**src/rtl/core/cscspmv_pkg.sv**
```systemverilog
`timescale 1ns / 1ps
// ============================================================================
// CSC sparse matrix-vector product: shared types and constants
// Field widths, action and mode codes, register indexes, controller states
// and the structs that pass between the controller, datapath and top level.
// ============================================================================
package cscspmv_pkg;

  localparam int MAX_DIM_DEFAULT = 1024;

  localparam int IDX_W     = 10;
  localparam int OPERAND_W = 32;
  localparam int SUM_W     = 48;
  localparam int PROD_W    = 64;
  localparam int FRAC_W    = 16;
  localparam int CFG_W     = 11;
  localparam int CFG_IDX_W = 2;
  localparam int MODE_W    = 2;

  localparam logic [SUM_W-1:0] ACC_MAX = 48'h7FFF_FFFF_FFFF;
  localparam logic [SUM_W-1:0] ACC_MIN = 48'h8000_0000_0000;

  localparam logic [CFG_W-1:0] DIM_RESET = 11'd1024;

  localparam logic [MODE_W-1:0] MODE_PLAIN     = 2'd0;
  localparam logic [MODE_W-1:0] MODE_TRANSPOSE = 2'd1;
  localparam logic [MODE_W-1:0] MODE_SYMMETRIC = 2'd2;

  localparam logic [CFG_IDX_W-1:0] REG_PRODUCT_MODE = 2'd0;
  localparam logic [CFG_IDX_W-1:0] REG_NUM_ROWS     = 2'd1;
  localparam logic [CFG_IDX_W-1:0] REG_NUM_COLS     = 2'd2;

  typedef enum logic [1:0] {
    ACT_LOAD,
    ACT_NONZERO,
    ACT_READ,
    ACT_CLEAR
  } action_t;

  typedef enum logic [2:0] {
    ST_SWEEP,
    ST_IDLE,
    ST_MUL,
    ST_ACC,
    ST_READ,
    ST_DONE
  } state_t;

  typedef struct packed {
    action_t                      action;
    logic [IDX_W-1:0]             entry_index;
    logic [IDX_W-1:0]             row_index;
    logic [IDX_W-1:0]             col_index;
    logic signed [OPERAND_W-1:0]  operand;
  } item_t;

  typedef struct packed {
    logic [MODE_W-1:0] product_mode;
    logic [CFG_W-1:0]  num_rows;
    logic [CFG_W-1:0]  num_cols;
  } cfg_t;

  typedef struct packed {
    logic mul_en;
  } mac_ctl_t;

  typedef struct packed {
    logic             valid;
    logic [SUM_W-1:0] sum_out;
    logic             status;
  } res_t;

endpackage

```
**src/rtl/core/cscspmv_mac.sv**
```systemverilog
`timescale 1ns / 1ps
// ============================================================================
// Multiply and saturating accumulate datapath
// Registers the Q16.16 product, scales it to Q32.16 by flooring and adds it
// to an accumulator value with clamping at the 48-bit signed limits.
// ============================================================================
module cscspmv_mac (
  input  logic                                     clk,
  input  cscspmv_pkg::mac_ctl_t                    ctl,
  input  logic signed [cscspmv_pkg::OPERAND_W-1:0] operand,
  input  logic [cscspmv_pkg::OPERAND_W-1:0]        vec_data,
  input  logic [cscspmv_pkg::SUM_W-1:0]            acc_data,
  output logic [cscspmv_pkg::SUM_W-1:0]            sum
);
  import cscspmv_pkg::*;

  logic signed [PROD_W-1:0] product;
  logic [SUM_W-1:0]         scaled;
  logic [SUM_W:0]           sum_wide;
  logic                     overflow;

  always_ff @(posedge clk) begin
    if (ctl.mul_en) begin
      product <= operand * $signed(vec_data);
    end
  end

  // An arithmetic shift right floors, which is the required rounding.
  assign scaled   = product[PROD_W-1:FRAC_W];
  assign sum_wide = {acc_data[SUM_W-1], acc_data} + {scaled[SUM_W-1], scaled};
  assign overflow = sum_wide[SUM_W] ^ sum_wide[SUM_W-1];

  always_comb begin
    if (overflow) begin
      sum = sum_wide[SUM_W] ? ACC_MIN : ACC_MAX;
    end else begin
      sum = sum_wide[SUM_W-1:0];
    end
  end

endmodule

```
**config.mk**
```make
export PLATFORM = sky130hd
export DESIGN_NAME = cscspmv_mac
export DESIGN_NICKNAME = d
export VERILOG_FILES = /design/src/rtl/core/cscspmv_pkg.sv /design/src/rtl/core/cscspmv_mac.sv
export SDC_FILE = /design/constraint.sdc
export NUM_CORES = 2
export LEC_CHECK = 0
export ABC_AREA = 1
export BUFFER_PORTS_ARGS = -buffer_cell sky130_fd_sc_hd__clkbuf_2
export CAP_MARGIN = 20
export CORE_MARGIN = 3
export CORE_UTILIZATION = 60
export CTS_BUF_LIST = sky130_fd_sc_hd__clkbuf_4
export DETAILED_ROUTE_END_ITERATION = 10
export PLACE_DENSITY = 0.78
export SYNTH_ARGS = -nofsm -noshare
export SYNTH_HDL_FRONTEND = slang
export SYNTH_SLANG_ARGS = --single-unit
```
**constraint.sdc**
```tcl
create_clock -name clk -period 19.42 [get_ports clk]
set_input_delay 0.971 -clock clk [delete_from_list [all_inputs] [get_ports clk]]
set_output_delay 0.971 -clock clk [all_outputs]
set_load 0.05 [all_outputs]
```
==> flow_summary_export.csv <==
group,metric,value,unit
placed_design,dp_cells,6545,
sta,worstMarginPinSlew,1.05,ns
drt,wire_per_inst,18.5,um
yosys,yosys_warnings,0,
yosys,async_flop_share,0,
worst_setup_path,worstSetupEndpoint,"product[56]",
finish,nets,7036,
die,die_h,274,um
drt,drc_errors,0,
die,pin_count,162,
finish,final_area,44600,sq um
drt,met2_length,58800,um
clocking,h-tree-depth,2,
finish,drive_above_1_share,0.0394,
yosys,synth-edff-count,48,
sta,min_period,8.76,ns
yosys,synth_area_leader_cell,"fa_1",
placed_design,gp_congestion,1.03,
sta,maxSlewHeadroom,0.299,
finish,regMostFlops,"product",
yosys,syn_nets,7051,
grt,grt_antenna_before_repair,4,
clocking,clkTransAtPathRegs,0.20,ns
grt,grt_pass1_vias,38582,
grt,grt_start_max_net_pins,49,
yosys,yosysUniqueCellTypes,39,
drt,ant_nets,0,
drt,firstDrtPassIters,6,
grt,grt_pass1_wl,200000,um
die,num_rows,97,
die,die_w,274,um
worst_setup_path,path_max_fanout,32,
finish,syn_to_final_growth,3.25,%
yosys,ys_top_cells_by_area,"fa_1 (50%), inv_1 (15%), nand2_1 (14%)",
grt,grt-ovfl-total,0,
clocking,hold_buffers,0,
yosys,syn_inst,5627,
clocking,tritoncts,"yes",
clocking,clockBufferDepth,2,
drt,wl_met1,47400,um
sta,period_share,0.451,
yosys,synth_ff_type,"edfxtp_1",
worst_setup_path,crit_start,"operand[31]",
sta,drv_slew,0,
sta,setup_viol,0,
min_path,min_path_type,"in -> reg",
drt,routed_wl,121000,um
worst_setup_path,path_class,"in -> reg",
yosys,avgSynthCellArea,7.68,sq um
placed_design,post_dp_cell_area,44600,sq um
drt,wl_met3,9800,um
yosys,synth_area,43200,sq um
clocking,clkSinkCount,48,
flow_run,maxCapViolCount,0,
sta,fmax,114,MHz
finish,reg_top3,"product x48",
yosys,netlist.area_leader.share,0.501,
drt,vias,35441,
yosys,synth-seq-cells,48,
sta,setup_tns,0,ns
clocking,clock-root-buffer,"clkbuf_4",
yosys,ys_seq_area_frac,0.0333,
worst_setup_path,critPathArrivalTime,9.00,ns
worst_setup_path,start_kind,"input port",
die,start_util,0.611,
placed_design,dp_hpwl,104000,um
grt,gr-usage-all-layers,0.340,
die,dieArea,75300,sq um
die,coreArea,70800,sq um
finish,final_cells,6555,
clocking,cts_setup_buffers,0,
sta,hold_viol,0,
worst_setup_path,critPathCaptureType,"flip-flop",
worst_setup_path,required,19.66,ns
drt,maxUsedRoutingLayer,"met5",
finish,n_fill_cell,6249,
drt,drt_iter0_drc,3067,
clocking,cts_inserted_buffers,5,
sta,rsz0062_at_grt,"no",
clocking,cts_resized,0,
placed_design,port_buffers,161,
drt,viasPerCell,5.41,
finish,largest_reg_flops,48,
status,outcome,"completed",
## placed cells by master, fill, tap and decap left out, types with 9 or more instances in the layout
cell	count
clkbuf_2	161
nor3_1	18
nand4_1	29
buf_4	19
nand3_1	88
nor2_1	272
o21ai_0	67
fa_1	1082
ha_1	228
o21bai_1	23
a21oi_1	139
a21boi_0	10
nand2_2	10
nand2_1	1578
xnor2_1	27
a21o_1	9
xor2_1	45
inv_1	1685
edfxtp_1	48
## synthesized netlist by cell type (27+ instances only)
master,count
o21ai_0,67
nand4_1,29
a21oi_1,139
clkbuf_1,193
nor2_1,272
fa_1,1082
xnor2_1,27
ha_1,228
xor2_1,45
inv_1,1685
nand3_1,88
nand2_1,1578
edfxtp_1,48
## area by class of cell
type	instances	area (sq um)	share of cell area
flip-flops and latches	48	1440	0.0323
diodes	2	5.00	0.000112
clock buffers	5	37.5	0.000841
clock inverters	3	42.5	0.000953
well taps	940	1180	0.0263
multi-input cells	3690	34700	0.776
repair buffers	180	948	0.0212
inverters	1687	6330	0.142
## kinds of logic after synthesis
logic type | after synthesis | synth area share
AND/OR/NAND/NOR | 2035 | 0.185
buffers and inverters | 1889 | 0.165
flip-flops | 48 | 0.0333
AO/OA/AOI/OAI | 273 | 0.0354
adder cells (fa/ha/maj) | 1310 | 0.567
XOR/XNOR | 72 | 0.0146
## worst min path at each step
stage,startpoint,endpoint,slack (ns),cells past startpoint
floorplan,ctl,product[16],1.08,0
global placement,ctl,product[19],1.66,2
detailed placement,ctl,product[19],1.67,2
CTS,ctl,product[37],1.20,2
global route,ctl,product[37],1.22,2
finish,ctl,product[37],1.23,2
## routing by layer
layer	GRT usage	vias to the layer above
met5	0	-
met4	0.131	4
met3	0.0453	355
met2	0.573	1704
met1	0.449	17604
li1	-	15774
## critical path: stages
cell and delay (ns):
clkbuf_2 0.43, nand2_1 0.28, inv_1 0.12, fa_1 0.61, fa_1 0.47, fa_1 0.90, inv_1 0.15, fa_1 0.59
inv_1 0.57, fa_1 0.56, fa_1 0.56, inv_1 0.05, fa_1 0.46, fa_1 0.51, inv_1 0.04, ha_1 0.35
nand2_1 0.11, nor2_1 0.17, inv_1 0.08, nor4_1 0.54, and3_1 0.26, nand2_1 0.07, nand3_1 0.07, nand2_1 0.05
## stage by stage
step                       util  hold slack (ns)  worst slack (ns)
after CTS                 0.631             1.20             10.71
after global placement    0.630             1.66             10.39
after global routing      0.631             1.22             10.27
final                     0.631             1.23             10.66
after floorplan               -             1.08             11.45
after detailed placement  0.630             1.67             10.23
Power is not shown: default switching activity piles up to over one toggle a cycle in this logic, so the estimate is an artifact.
