### config.mk
export PLATFORM = sky130hd
export DESIGN_NAME = cscspmv_ctrl
export DESIGN_NICKNAME = d
export VERILOG_FILES = /design/src/rtl/core/cscspmv_pkg.sv /design/src/rtl/core/cscspmv_ctrl.sv
export SDC_FILE = /design/constraint.sdc
export NUM_CORES = 1
export LEC_CHECK = 0
export BUFFER_PORTS_ARGS = -buffer_cell sky130_fd_sc_hd__buf_2
export CAP_MARGIN = 10
export CORE_AREA = 5 5 149 151
export DETAILED_ROUTE_END_ITERATION = 8
export DIE_AREA = 0 0 154 156
export PLACE_DENSITY = 0.77
export SLEW_MARGIN = 20
export SYNTH_ARGS = -nofsm -noshare
export SYNTH_HDL_FRONTEND = slang
export SYNTH_SLANG_ARGS = --single-unit
### constraint.sdc
create_clock -name clk -period 3.8 [get_ports clk]
set_clock_uncertainty 0.2 [all_clocks]
set_input_delay 0.19 -clock clk [delete_from_list [all_inputs] [get_ports clk]]
set_output_delay 0.19 -clock clk [all_outputs]
set_load 0.01 [all_outputs]
### src/rtl/core/cscspmv_pkg.sv
`timescale 1ns / 1ps
// ============================================================================
// CSC sparse matrix-vector product: shared types and constants
// Field widths, action and mode codes, register indexes, controller states
// and the structs that pass between the controller, datapath and top level.
// ============================================================================
package cscspmv_pkg;

  localparam int MAX_DIM_DEFAULT = 1024;

  localparam int IDX_W     = 10;
  localparam int OPERAND_W = 32;
  localparam int SUM_W     = 48;
  localparam int PROD_W    = 64;
  localparam int FRAC_W    = 16;
  localparam int CFG_W     = 11;
  localparam int CFG_IDX_W = 2;
  localparam int MODE_W    = 2;

  localparam logic [SUM_W-1:0] ACC_MAX = 48'h7FFF_FFFF_FFFF;
  localparam logic [SUM_W-1:0] ACC_MIN = 48'h8000_0000_0000;

  localparam logic [CFG_W-1:0] DIM_RESET = 11'd1024;

  localparam logic [MODE_W-1:0] MODE_PLAIN     = 2'd0;
  localparam logic [MODE_W-1:0] MODE_TRANSPOSE = 2'd1;
  localparam logic [MODE_W-1:0] MODE_SYMMETRIC = 2'd2;

  localparam logic [CFG_IDX_W-1:0] REG_PRODUCT_MODE = 2'd0;
  localparam logic [CFG_IDX_W-1:0] REG_NUM_ROWS     = 2'd1;
  localparam logic [CFG_IDX_W-1:0] REG_NUM_COLS     = 2'd2;

  typedef enum logic [1:0] {
    ACT_LOAD,
    ACT_NONZERO,
    ACT_READ,
    ACT_CLEAR
  } action_t;

  typedef enum logic [2:0] {
    ST_SWEEP,
    ST_IDLE,
    ST_MUL,
    ST_ACC,
    ST_READ,
    ST_DONE
  } state_t;

  typedef struct packed {
    action_t                      action;
    logic [IDX_W-1:0]             entry_index;
    logic [IDX_W-1:0]             row_index;
    logic [IDX_W-1:0]             col_index;
    logic signed [OPERAND_W-1:0]  operand;
  } item_t;

  typedef struct packed {
    logic [MODE_W-1:0] product_mode;
    logic [CFG_W-1:0]  num_rows;
    logic [CFG_W-1:0]  num_cols;
  } cfg_t;

  typedef struct packed {
    logic mul_en;
  } mac_ctl_t;

  typedef struct packed {
    logic             valid;
    logic [SUM_W-1:0] sum_out;
    logic             status;
  } res_t;

endpackage

### src/rtl/core/cscspmv_ctrl.sv
`timescale 1ns / 1ps
// ============================================================================
// Sequencer for the sparse matrix-vector product
// Checks indexes against the active limits, loads the vector memory, drives
// accumulator read-modify-write steps and sweeps the accumulators to zero.
// ============================================================================
module cscspmv_ctrl #(
  parameter int MAX_DIM = cscspmv_pkg::MAX_DIM_DEFAULT,
  localparam int AW = $clog2(MAX_DIM)
) (
  input  logic                                     clk,
  input  logic                                     rst,
  input  logic                                     s_tvalid,
  output logic                                     s_tready,
  input  cscspmv_pkg::item_t                       item,
  input  cscspmv_pkg::cfg_t                        cfg,
  input  logic                                     out_free,
  output logic                                     vec_we,
  output logic [AW-1:0]                            vec_waddr,
  output logic [cscspmv_pkg::OPERAND_W-1:0]        vec_wdata,
  output logic [AW-1:0]                            vec_raddr,
  output logic                                     acc_we,
  output logic [AW-1:0]                            acc_waddr,
  output logic [cscspmv_pkg::SUM_W-1:0]            acc_wdata,
  output logic [AW-1:0]                            acc_raddr,
  input  logic [cscspmv_pkg::SUM_W-1:0]            acc_rdata,
  input  logic [cscspmv_pkg::SUM_W-1:0]            mac_sum,
  output cscspmv_pkg::mac_ctl_t                    mac_ctl,
  output logic signed [cscspmv_pkg::OPERAND_W-1:0] mul_operand,
  output cscspmv_pkg::res_t                        res
);
  import cscspmv_pkg::*;

  localparam int LIM_W = ($clog2(MAX_DIM + 1) > CFG_W) ? $clog2(MAX_DIM + 1) : CFG_W;
  localparam logic [LIM_W-1:0] DIM_CAP = LIM_W'(MAX_DIM);
  localparam logic [AW-1:0] SWEEP_LAST = AW'(MAX_DIM - 1);

  function automatic logic [LIM_W-1:0] eff_limit(input logic [CFG_W-1:0] r);
    logic [LIM_W-1:0] w;
    w = LIM_W'(r);
    return (w > DIM_CAP) ? DIM_CAP : w;
  endfunction

  state_t state, state_next;

  logic [AW-1:0]    sweep_cnt;
  logic             sweep_reply;
  logic             second_pending;
  logic [AW-1:0]    tgt;
  logic [AW-1:0]    second_vec;
  logic [AW-1:0]    second_tgt;
  logic [SUM_W-1:0] res_sum;
  logic             res_status;

  logic [LIM_W-1:0] rows, cols, vec_len, res_len;
  logic [LIM_W-1:0] entry_w, row_w, col_w;
  logic             entry_vec_ok, entry_res_ok, nz_ok, item_ok;
  logic [AW-1:0]    first_vec, first_tgt;
  logic             accept, sweep_last;

  assign rows    = eff_limit(cfg.num_rows);
  assign cols    = eff_limit(cfg.num_cols);
  assign entry_w = LIM_W'(item.entry_index);
  assign row_w   = LIM_W'(item.row_index);
  assign col_w   = LIM_W'(item.col_index);

  always_comb begin
    unique case (cfg.product_mode)
      MODE_TRANSPOSE: begin
        vec_len = rows;
        res_len = cols;
        nz_ok   = (row_w < rows) && (col_w < cols);
      end
      MODE_SYMMETRIC: begin
        vec_len = cols;
        res_len = cols;
        nz_ok   = (row_w < cols) && (col_w < cols);
      end
      MODE_PLAIN: begin
        vec_len = cols;
        res_len = rows;
        nz_ok   = (row_w < rows) && (col_w < cols);
      end
      default: begin
        vec_len = cols;
        res_len = rows;
        nz_ok   = 1'b0;
      end
    endcase
  end

  assign entry_vec_ok = entry_w < vec_len;
  assign entry_res_ok = entry_w < res_len;

  always_comb begin
    unique case (item.action)
      ACT_LOAD:    item_ok = entry_vec_ok;
      ACT_NONZERO: item_ok = nz_ok;
      ACT_READ:    item_ok = entry_res_ok;
      ACT_CLEAR:   item_ok = 1'b1;
      default:     item_ok = 1'b0;
    endcase
  end

  assign first_vec  = (cfg.product_mode == MODE_TRANSPOSE) ? AW'(item.row_index)
                                                           : AW'(item.col_index);
  assign first_tgt  = (cfg.product_mode == MODE_TRANSPOSE) ? AW'(item.col_index)
                                                           : AW'(item.row_index);
  assign accept     = s_tvalid && s_tready;
  assign sweep_last = sweep_cnt == SWEEP_LAST;

  always_ff @(posedge clk) begin
    if (rst) begin
      state <= ST_SWEEP;
    end else begin
      state <= state_next;
    end
  end

  always_comb begin
    state_next     = state;
    s_tready       = 1'b0;
    vec_we         = 1'b0;
    vec_waddr      = AW'(item.entry_index);
    vec_wdata      = item.operand;
    vec_raddr      = first_vec;
    acc_we         = 1'b0;
    acc_waddr      = tgt;
    acc_wdata      = mac_sum;
    acc_raddr      = tgt;
    mac_ctl.mul_en = 1'b0;
    res.valid      = 1'b0;
    res.sum_out    = res_sum;
    res.status     = res_status;
    unique case (state)
      ST_SWEEP: begin
        acc_we    = 1'b1;
        acc_waddr = sweep_cnt;
        acc_wdata = '0;
        if (sweep_last) begin
          state_next = sweep_reply ? ST_DONE : ST_IDLE;
        end
      end
      ST_IDLE: begin
        s_tready  = 1'b1;
        acc_raddr = AW'(item.entry_index);
        if (s_tvalid) begin
          unique case (item.action)
            ACT_LOAD: begin
              vec_we     = entry_vec_ok;
              state_next = ST_DONE;
            end
            ACT_NONZERO: state_next = nz_ok ? ST_MUL : ST_DONE;
            ACT_READ:    state_next = entry_res_ok ? ST_READ : ST_DONE;
            ACT_CLEAR:   state_next = ST_SWEEP;
            default:     state_next = ST_DONE;
          endcase
        end
      end
      ST_MUL: begin
        mac_ctl.mul_en = 1'b1;
        state_next     = ST_ACC;
      end
      ST_ACC: begin
        acc_we     = 1'b1;
        vec_raddr  = second_vec;
        state_next = second_pending ? ST_MUL : ST_DONE;
      end
      ST_READ: begin
        state_next = ST_DONE;
      end
      ST_DONE: begin
        if (out_free) begin
          res.valid  = 1'b1;
          state_next = ST_IDLE;
        end
      end
      default: begin
        state_next = ST_IDLE;
      end
    endcase
  end

  always_ff @(posedge clk) begin
    if (rst) begin
      sweep_cnt      <= '0;
      sweep_reply    <= 1'b0;
      second_pending <= 1'b0;
    end else begin
      if (state == ST_SWEEP) begin
        sweep_cnt <= sweep_last ? '0 : sweep_cnt + 1'b1;
      end
      if (accept) begin
        sweep_reply    <= item.action == ACT_CLEAR;
        second_pending <= (item.action == ACT_NONZERO) && nz_ok &&
                          (cfg.product_mode == MODE_SYMMETRIC) &&
                          (item.row_index != item.col_index);
      end
      if (state == ST_ACC) begin
        second_pending <= 1'b0;
      end
    end
  end

  always_ff @(posedge clk) begin
    if (accept) begin
      mul_operand <= item.operand;
      tgt         <= first_tgt;
      second_vec  <= AW'(item.row_index);
      second_tgt  <= AW'(item.col_index);
      res_sum     <= '0;
      res_status  <= !item_ok;
    end
    if (state == ST_ACC) begin
      tgt <= second_tgt;
    end
    if (state == ST_READ) begin
      res_sum <= acc_rdata;
    end
  end

  a_mul_then_acc: assert property (@(posedge clk) disable iff (rst)
    state == ST_MUL |=> state == ST_ACC)
    else $error("multiply step not followed by accumulate step");

  a_second_pass: assert property (@(posedge clk) disable iff (rst)
    (state == ST_ACC && second_pending) |=> (state == ST_MUL && !second_pending))
    else $error("mirrored update of a symmetric nonzero was lost");

  a_single_writer: assert property (@(posedge clk) disable iff (rst)
    !(vec_we && acc_we))
    else $error("vector load overlaps an accumulator write");

  a_clear_sweep: assert property (@(posedge clk) disable iff (rst)
    (accept && item.action == ACT_CLEAR) |=> (state == ST_SWEEP && sweep_cnt == '0))
    else $error("clear does not start a full sweep");

  a_done_holds: assert property (@(posedge clk) disable iff (rst)
    (state == ST_DONE && !out_free) |=>
      (state == ST_DONE && $stable(res_sum) && $stable(res_status)))
    else $error("pending result changed while output was full");

endmodule

==> results of run 1 <==
-- layer usage --
layer	global-route usage (%)	share of wire (%)
met1	22.9	39
met2	35.6	51
met3	5.63	7.6
met4	7.40	3.3
met5	0	0
-- worst max-delay path, delay by kind of cell --
kind / cells / cell delay (ps)
and+or+nand+nor: 3 / 440
AOI/OAI and AO/OA: 5 / 1030
buffers and inverters: 3 / 730
adders and majority gates: 1 / 270
-- repair_timing --
action	in CTS	in global routing
setup buffers	0	0
hold endpoints to repair	109	0
hold buffers	104	0
resized for setup	0	0
-- cell usage after synthesis (2+ instances only) --
master / number
a211o_1: 2
a21o_1: 7
a21oi_1: 23
a31oi_1: 19
a41oi_1: 2
and2_1: 97
and3_1: 2
and4_1: 4
buf_1: 2
buf_2: 6
buf_4: 43
buf_6: 2
clkbuf_1: 22
dfxtp_1: 15
edfxtp_1: 111
ha_1: 49
inv_1: 6
mux2_2: 10
mux2i_1: 24
nand2_1: 91
nand3_1: 5
nand4_1: 5
nor2_1: 40
nor2b_1: 6
nor3_1: 3
nor4_1: 2
o2111ai_1: 3
o211a_1: 2
o21a_1: 2
o21ai_0: 27
o22ai_1: 3
o31ai_2: 2
or3_1: 4
xnor2_1: 4
xor2_1: 12
-- registers in the layout (all words and copies together), names as in the netlist --
| register | count |
|---|---|
| res_status | 1 |
| sweep_reply | 1 |
| second_tgt | 10 |
| second_vec | 10 |
| state | 3 |
| sweep_cnt | 10 |
| tgt | 10 |
| second_pending | 1 |
| mul_operand | 32 |
| res_sum | 48 |
-- cell families after synthesis --
family	count (synthesis)
and+or+nand+nor	271
AOI/OAI and AO/OA	104
DFF	126
buffers and inverters	83
muxes	34
xor gates and xnor gates	16
adders and majority gates	49
-- metrics by stage --
stage | area, um2 | hold WS, ps
floorplan | 7330 | 86.6
global route | 10900 | 64.1
global placement | 9240 | 177
detailed placement | 9240 | 179
finish | 10900 | 36.8
CTS | 10900 | 20.9
-- final timing paths --
check | from | to | slack [ps] | depth (start not counted)
worst max-delay path | cfg[10] | vec_we | 740 | 12
worst min-delay path | s_tvalid | sweep_reply | 40 | 4
worst max register to register | state[0] | second_pending | 1230 | 7
worst min register to register | sweep_reply | sweep_reply | 260 | 2
-- power groups by stage --
stage          combinational [W]  clock, W  sequential (W)
2_1_floorplan           0.000231         0         0.00153
4_1_cts                 0.000508   0.00178         0.00150
5_1_grt                 0.000566   0.00186         0.00150
3_5_place_dp            0.000421         0         0.00153
6_report                0.000515   0.00174         0.00150
3_3_place_gp            0.000412         0         0.00153
-- area by class of cell --
type                            count  area [um2]
Sequential cell                   126        3630
Clock inverter                     14         205
Clock buffer                       18         429
Multi-Input combinational cell    474        3200
Tap cell                          275         344
Inverter                            8        30.0
Timing Repair Buffer              506        3080
Fill cell                        1817        9770
==> metrics.csv, run 1 <==
stage;metric;value;unit
status;status;finished clean;
sta;fin crit share;80.5;%
global_route;initial antenna violation count;0;
pwr;Pwr Total;0.00376;W
yosys;Synth cell types;61;
yosys;post-synth top area cell;edfxtp_1;
job;Max Cap Violations;0;
layout;share of layout cells above drive strength 1;39.8;%
drt;drt pass-1 iters;7;
pwr;switching power;0.000890;W
layout;non-filler cells, final;1421;
global_route;Global Route Usage Sum;20.0;%
die;I/O pin count;394;
placed_design;Post-DP HPWL;18900;um
sta;worst slew pin tran;752;ps
yosys;largest family of logic cells by synthesized area;simple AND/OR/NAND/NOR gates;
yosys;Compound-Gate Fraction of Synth Area;9.27;%
worst_setup_path;Worst setup SP type;primary input;
sta;max_slew headroom;49.9;%
pwr;Pleak;5.07;nW
pwr;maximum VDD drop;302;uV
sta;# setup viols final;0;
worst_setup_path;Worst Path Required;3410;ps
pwr;PwrDens;345;mW/mm2
die;# rows;53;
layout;most common cell after layout, fill and taps aside;buf_2;
worst_setup_path;slowest CP cell;o41a_1;
yosys;sequential area share after synthesis;49.6;%
global_route;pin count of the biggest net entering global routing;65;
layout;ant diodes;0;
sta;Setup TNS Final;0;ps
yosys;Post-Syn Instances;683;
pwr;Comb pwr share;13.7;%
pwr;internal cell power;0.00287;W
clock_tree;TritonCTS Buffers;17;
worst_setup_path;critical-path maximum fanout;18;
die;Placeable Area;0.0207;mm2
yosys;syn_nets;920;
yosys;Yosys reg bits;126;
worst_hold_path;worst hold-check path type;in2reg;
die;Die Footprint;0.0240;mm2
sta;RSZ-0062 raised after global routing;no;
worst_setup_path;crit path DAT;2670;ps
yosys;top cells by area, synth;edfxtp_1 (45%), ha_1 (8.4%), and2_1 (8.3%);
layout;post-layout util;52.8;%
worst_setup_path;max incr delay on CP;430;ps
worst_setup_path;kind of critical path;in2out;
yosys;ys flop type;edfxtp_1;
clock_tree;clock slew at reported path FFs;60;ps
die;Die Wd;154;um
drt;Routed WL;25300;um
layout;fin nets;1370;
pwr;switching part of the total;23.7;%
drt;DRC;0;
placed_design;# placed instances;1285;
worst_setup_path;Crit. End Element;primary output;
clock_tree;CTS max path bufs;2;
drt;antenna-violating nets left;0;
placed_design;post-place setup slack;784;ps
worst_setup_path;CP Cell Sequence;buf_2 -> clkinv_1 -> nand2_1 -> nor2_1 -> a31oi_1 -> ha_1 -> a21o_1 -> a21oi_1 -> a21oi_1 -> o41a_1 -> nor2_1 -> buf_2;
global_route;first-pass GRT wire length;37900;um
clock_tree;Root Driver;clkbuf_16;
sta;f_max;0.327;GHz
yosys;async set-or-reset flop fraction in the synthesized netlist;0;%
drt;vias;6927;
placed_design;routability-driven placement congestion ratio;0.940;
clock_tree;Worst-Skew Late Latency;410;ps
yosys;multiplexer share of the synthesized area;4.82;%
yosys;xor/xnor cell area share of the yosys netlist;1.91;%
sta;Hold Fails Final Rpt;0;
sta;Final WS setup;740;ps
sta;Slew Limit Fails;0;
pwr;clock power share;46.4;%
global_route;vias in the first global route;7069;
pwr;register share of total power;39.9;%
clock_tree;TritonCTS clock tree;done;
die;Die Y;156;um
layout;Area growth syn-to-layout;49.0;%
sta;minimum clock period;3060;ps
yosys;Post-synth EDFFs;111;
layout;commonest cells after routing, fill and taps aside;buf_2 (393), edfxtp_1 (111), dlygate4sd3_1 (104);
clock_tree;H-tree depth;4;
yosys;Yosys top cell area share;45.5;%
placed_design;Port Buffer Count;393;
drt;WL/cell;17.8;um
drt;DR iter-0 viols;466;
yosys;mapped cell area;0.00733;mm2
yosys;Mean Syn Cell Area;10.7;um2
die;Starting Density;35.4;%
yosys;Post-Synth Adder-Cell Area;8.37;%
yosys;yosys warns;0;
yosys;simple-gate share of the synthesized area;19.3;%
drt;DR vias/cell;4.87;
clock_tree;clock sink count;126;
global_route;grt ovf;0;
Power figures use the tool's default switching activity.
==> run 2, diff against run 1 <==
==> constraint.sdc (replaced) <==
create_clock -name clk -period 2.9 [get_ports clk]
set_clock_uncertainty 0.2 [all_clocks]
set_input_delay 0.145 -clock clk [delete_from_list [all_inputs] [get_ports clk]]
set_output_delay 0.145 -clock clk [all_outputs]
set_load 0.01 [all_outputs]
==> metrics.csv, run 2 (synthesized netlist as in run 1, its figures left out) <==
stage;metric;value;unit
status;status;finished clean;
die;I/O pin count;394;
layout;Top reg by flops;res_sum;
clock_tree;Worst-Skew Late Latency;410;ps
global_route;busiest layer in global routing;met2;
die;Placeable Area;0.0207;mm2
pwr;PwrDens;436;mW/mm2
die;Die Y;156;um
pwr;internal cell power;0.00359;W
sta;Worst Hold Margin;43.1;ps
die;Die Footprint;0.0240;mm2
drt;DR vias/cell;4.83;
global_route;Global Route Usage Sum;20.5;%
sta;max_slew headroom;55.7;%
drt;vias;6902;
layout;ant diodes;0;
worst_setup_path;critical-path maximum fanout;56;
pwr;Pleak;5.07;nW
sta;f_max;0.387;GHz
worst_setup_path;Crit. End Element;flop;
global_route;initial antenna violation count;0;
pwr;maximum VDD drop;384;uV
placed_design;Post-DP HPWL;19300;um
global_route;grt ovf;0;
worst_setup_path;Worst setup SP type;flop;
drt;DRC;0;
drt;antenna-violating nets left;0;
global_route;vias in the first global route;6901;
placed_design;post-place setup slack;226;ps
die;Starting Density;35.4;%
sta;Hold Fails Final Rpt;0;
sta;# setup viols final;0;
clock_tree;TritonCTS Buffers;17;
drt;Routed WL;26100;um
global_route;GR Util met2;36.2;%
global_route;pin count of the biggest net entering global routing;65;
drt;WL/cell;18.3;um
die;Die Wd;154;um
layout;commonest cells after routing, fill and taps aside;buf_2 (393), edfxtp_1 (111), dlygate4sd3_1 (105);
job;Max Cap Violations;0;
global_route;met1 Usage GRT;24.9;%
clock_tree;Post-CTS Setup Bufs;0;
worst_setup_path;crit path DAT;2730;ps
clock_tree;TritonCTS clock tree;done;
sta;RSZ-0062 raised after global routing;no;
global_route;met3 Usage GRT;5.41;%
sta;minimum clock period;2580;ps
sta;fin crit share;89.0;%
clock_tree;clock sink count;126;
placed_design;routability-driven placement congestion ratio;0.950;
layout;max reg flops;48;
drt;drt pass-1 iters;5;
global_route;first-pass GRT wire length;38600;um
layout;fin nets;1377;
clock_tree;H-tree depth;4;
worst_setup_path;Worst Path Required;3050;ps
layout;most common cell after layout, fill and taps aside;buf_2;
clock_tree;CTS max path bufs;2;
worst_setup_path;kind of critical path;reg2reg;
layout;share of layout cells above drive strength 1;40.1;%
placed_design;Port Buffer Count;393;
die;# rows;53;
clock_tree;clock slew at reported path FFs;60;ps
sta;Slew Limit Fails;0;
pwr;switching part of the total;24.6;%
sta;worst slew pin tran;664;ps
worst_hold_path;worst hold-check path type;in2reg;
layout;post-layout util;52.9;%
layout;Largest regs;res_sum (48), mul_operand (32);
drt;DR iter-0 viols;538;
pwr;register share of total power;41.3;%
pwr;Comb pwr share;14.4;%
sta;Final WS setup;318;ps
pwr;switching power;0.00117;W
sta;Setup TNS Final;0;ps
layout;Area growth syn-to-layout;49.3;%
layout;Seq. cell area;0.00363;mm2
pwr;clock power share;44.3;%
clock_tree;Root Driver;clkbuf_16;
layout;area of the multi-input gates;0.00320;mm2
layout;Layout fillers;1792;
-- run 2: cell types whose count changed in the layout (fill, tap and decap cells not counted), sizes merged --
cell | before | now
inv | 12 | 10
clkinvlp | 2 | 5
buf | 402 | 408
clkinv | 4 | 5
bufinv | 4 | 2
dlygate4sd3 | 104 | 105
-- run 2: layout make-up --
class	instances	area share [%]
Clock inverter	14	1.46
Inverter	8	0.309
Timing Repair Buffer	513	28.7
Clock buffer	18	3.92
Tap cell	275	3.15
Sequential cell	126	33.2
Multi-Input combinational cell	474	29.3
-- run 2: through the flow --
stage | instance area, um2 | std cells | total power [W]
6_report | 10900 | 1428 | 0.00477
5_1_grt | 10900 | 1428 | 0.00495
4_1_cts | 10900 | 1428 | 0.00480
3_5_place_dp | 9290 | 1291 | 0.00257
3_3_place_gp | 9290 | 1291 | 0.00256
2_1_floorplan | 7330 | 683 | 0.00231
-- run 2: worst paths after layout --
path | endpoint | cells past startpoint | slack [ps] | start
setup / recovery | sweep_reply | 8 | 320 | state[0]
hold / removal | second_pending | 4 | 40 | item[62]
setup reg to reg | sweep_reply | 8 | 320 | state[0]
hold reg to reg | sweep_cnt[9] | 2 | 310 | sweep_cnt[9]
-- run 2: per-layer routing --
| layer | share of wire (%) | vias up |
|---|---|---|
| li1 | - | 3310 |
| met4 | 1.7 | 0 |
| met3 | 8.2 | 35 |
| met2 | 51 | 348 |
| met1 | 39 | 3209 |
| met5 | 0 | - |
-- run 2: repair_timing --
action	in CTS	in global routing
endpoints found under the setup margin	0	1
endpoints found under the hold margin	111	0
hold buffers	105	0
gates resized for setup	0	1
-- run 2: worst max-delay path: stages (launching register included) --
cell and delay [ps]:
dfxtp_1 310, buf_4 180, nor3b_2 210, nand2_1 210, clkinvlp_4 140, buf_6 420
nand3_1 150, a21oi_1 140, dlygate4sd3_1 550
-- run 2: power groups by stage --
stage / Sequential [W] / Combinational [W] / Clock, W
final: 0.00197 / 0.000686 / 0.00211
after detailed placement: 0.00201 / 0.000560 / 0
after CTS: 0.00197 / 0.000673 / 0.00216
after global placement: 0.00201 / 0.000555 / 0
after floorplan: 0.00201 / 0.000303 / 0
after global routing: 0.00197 / 0.000749 / 0.00223
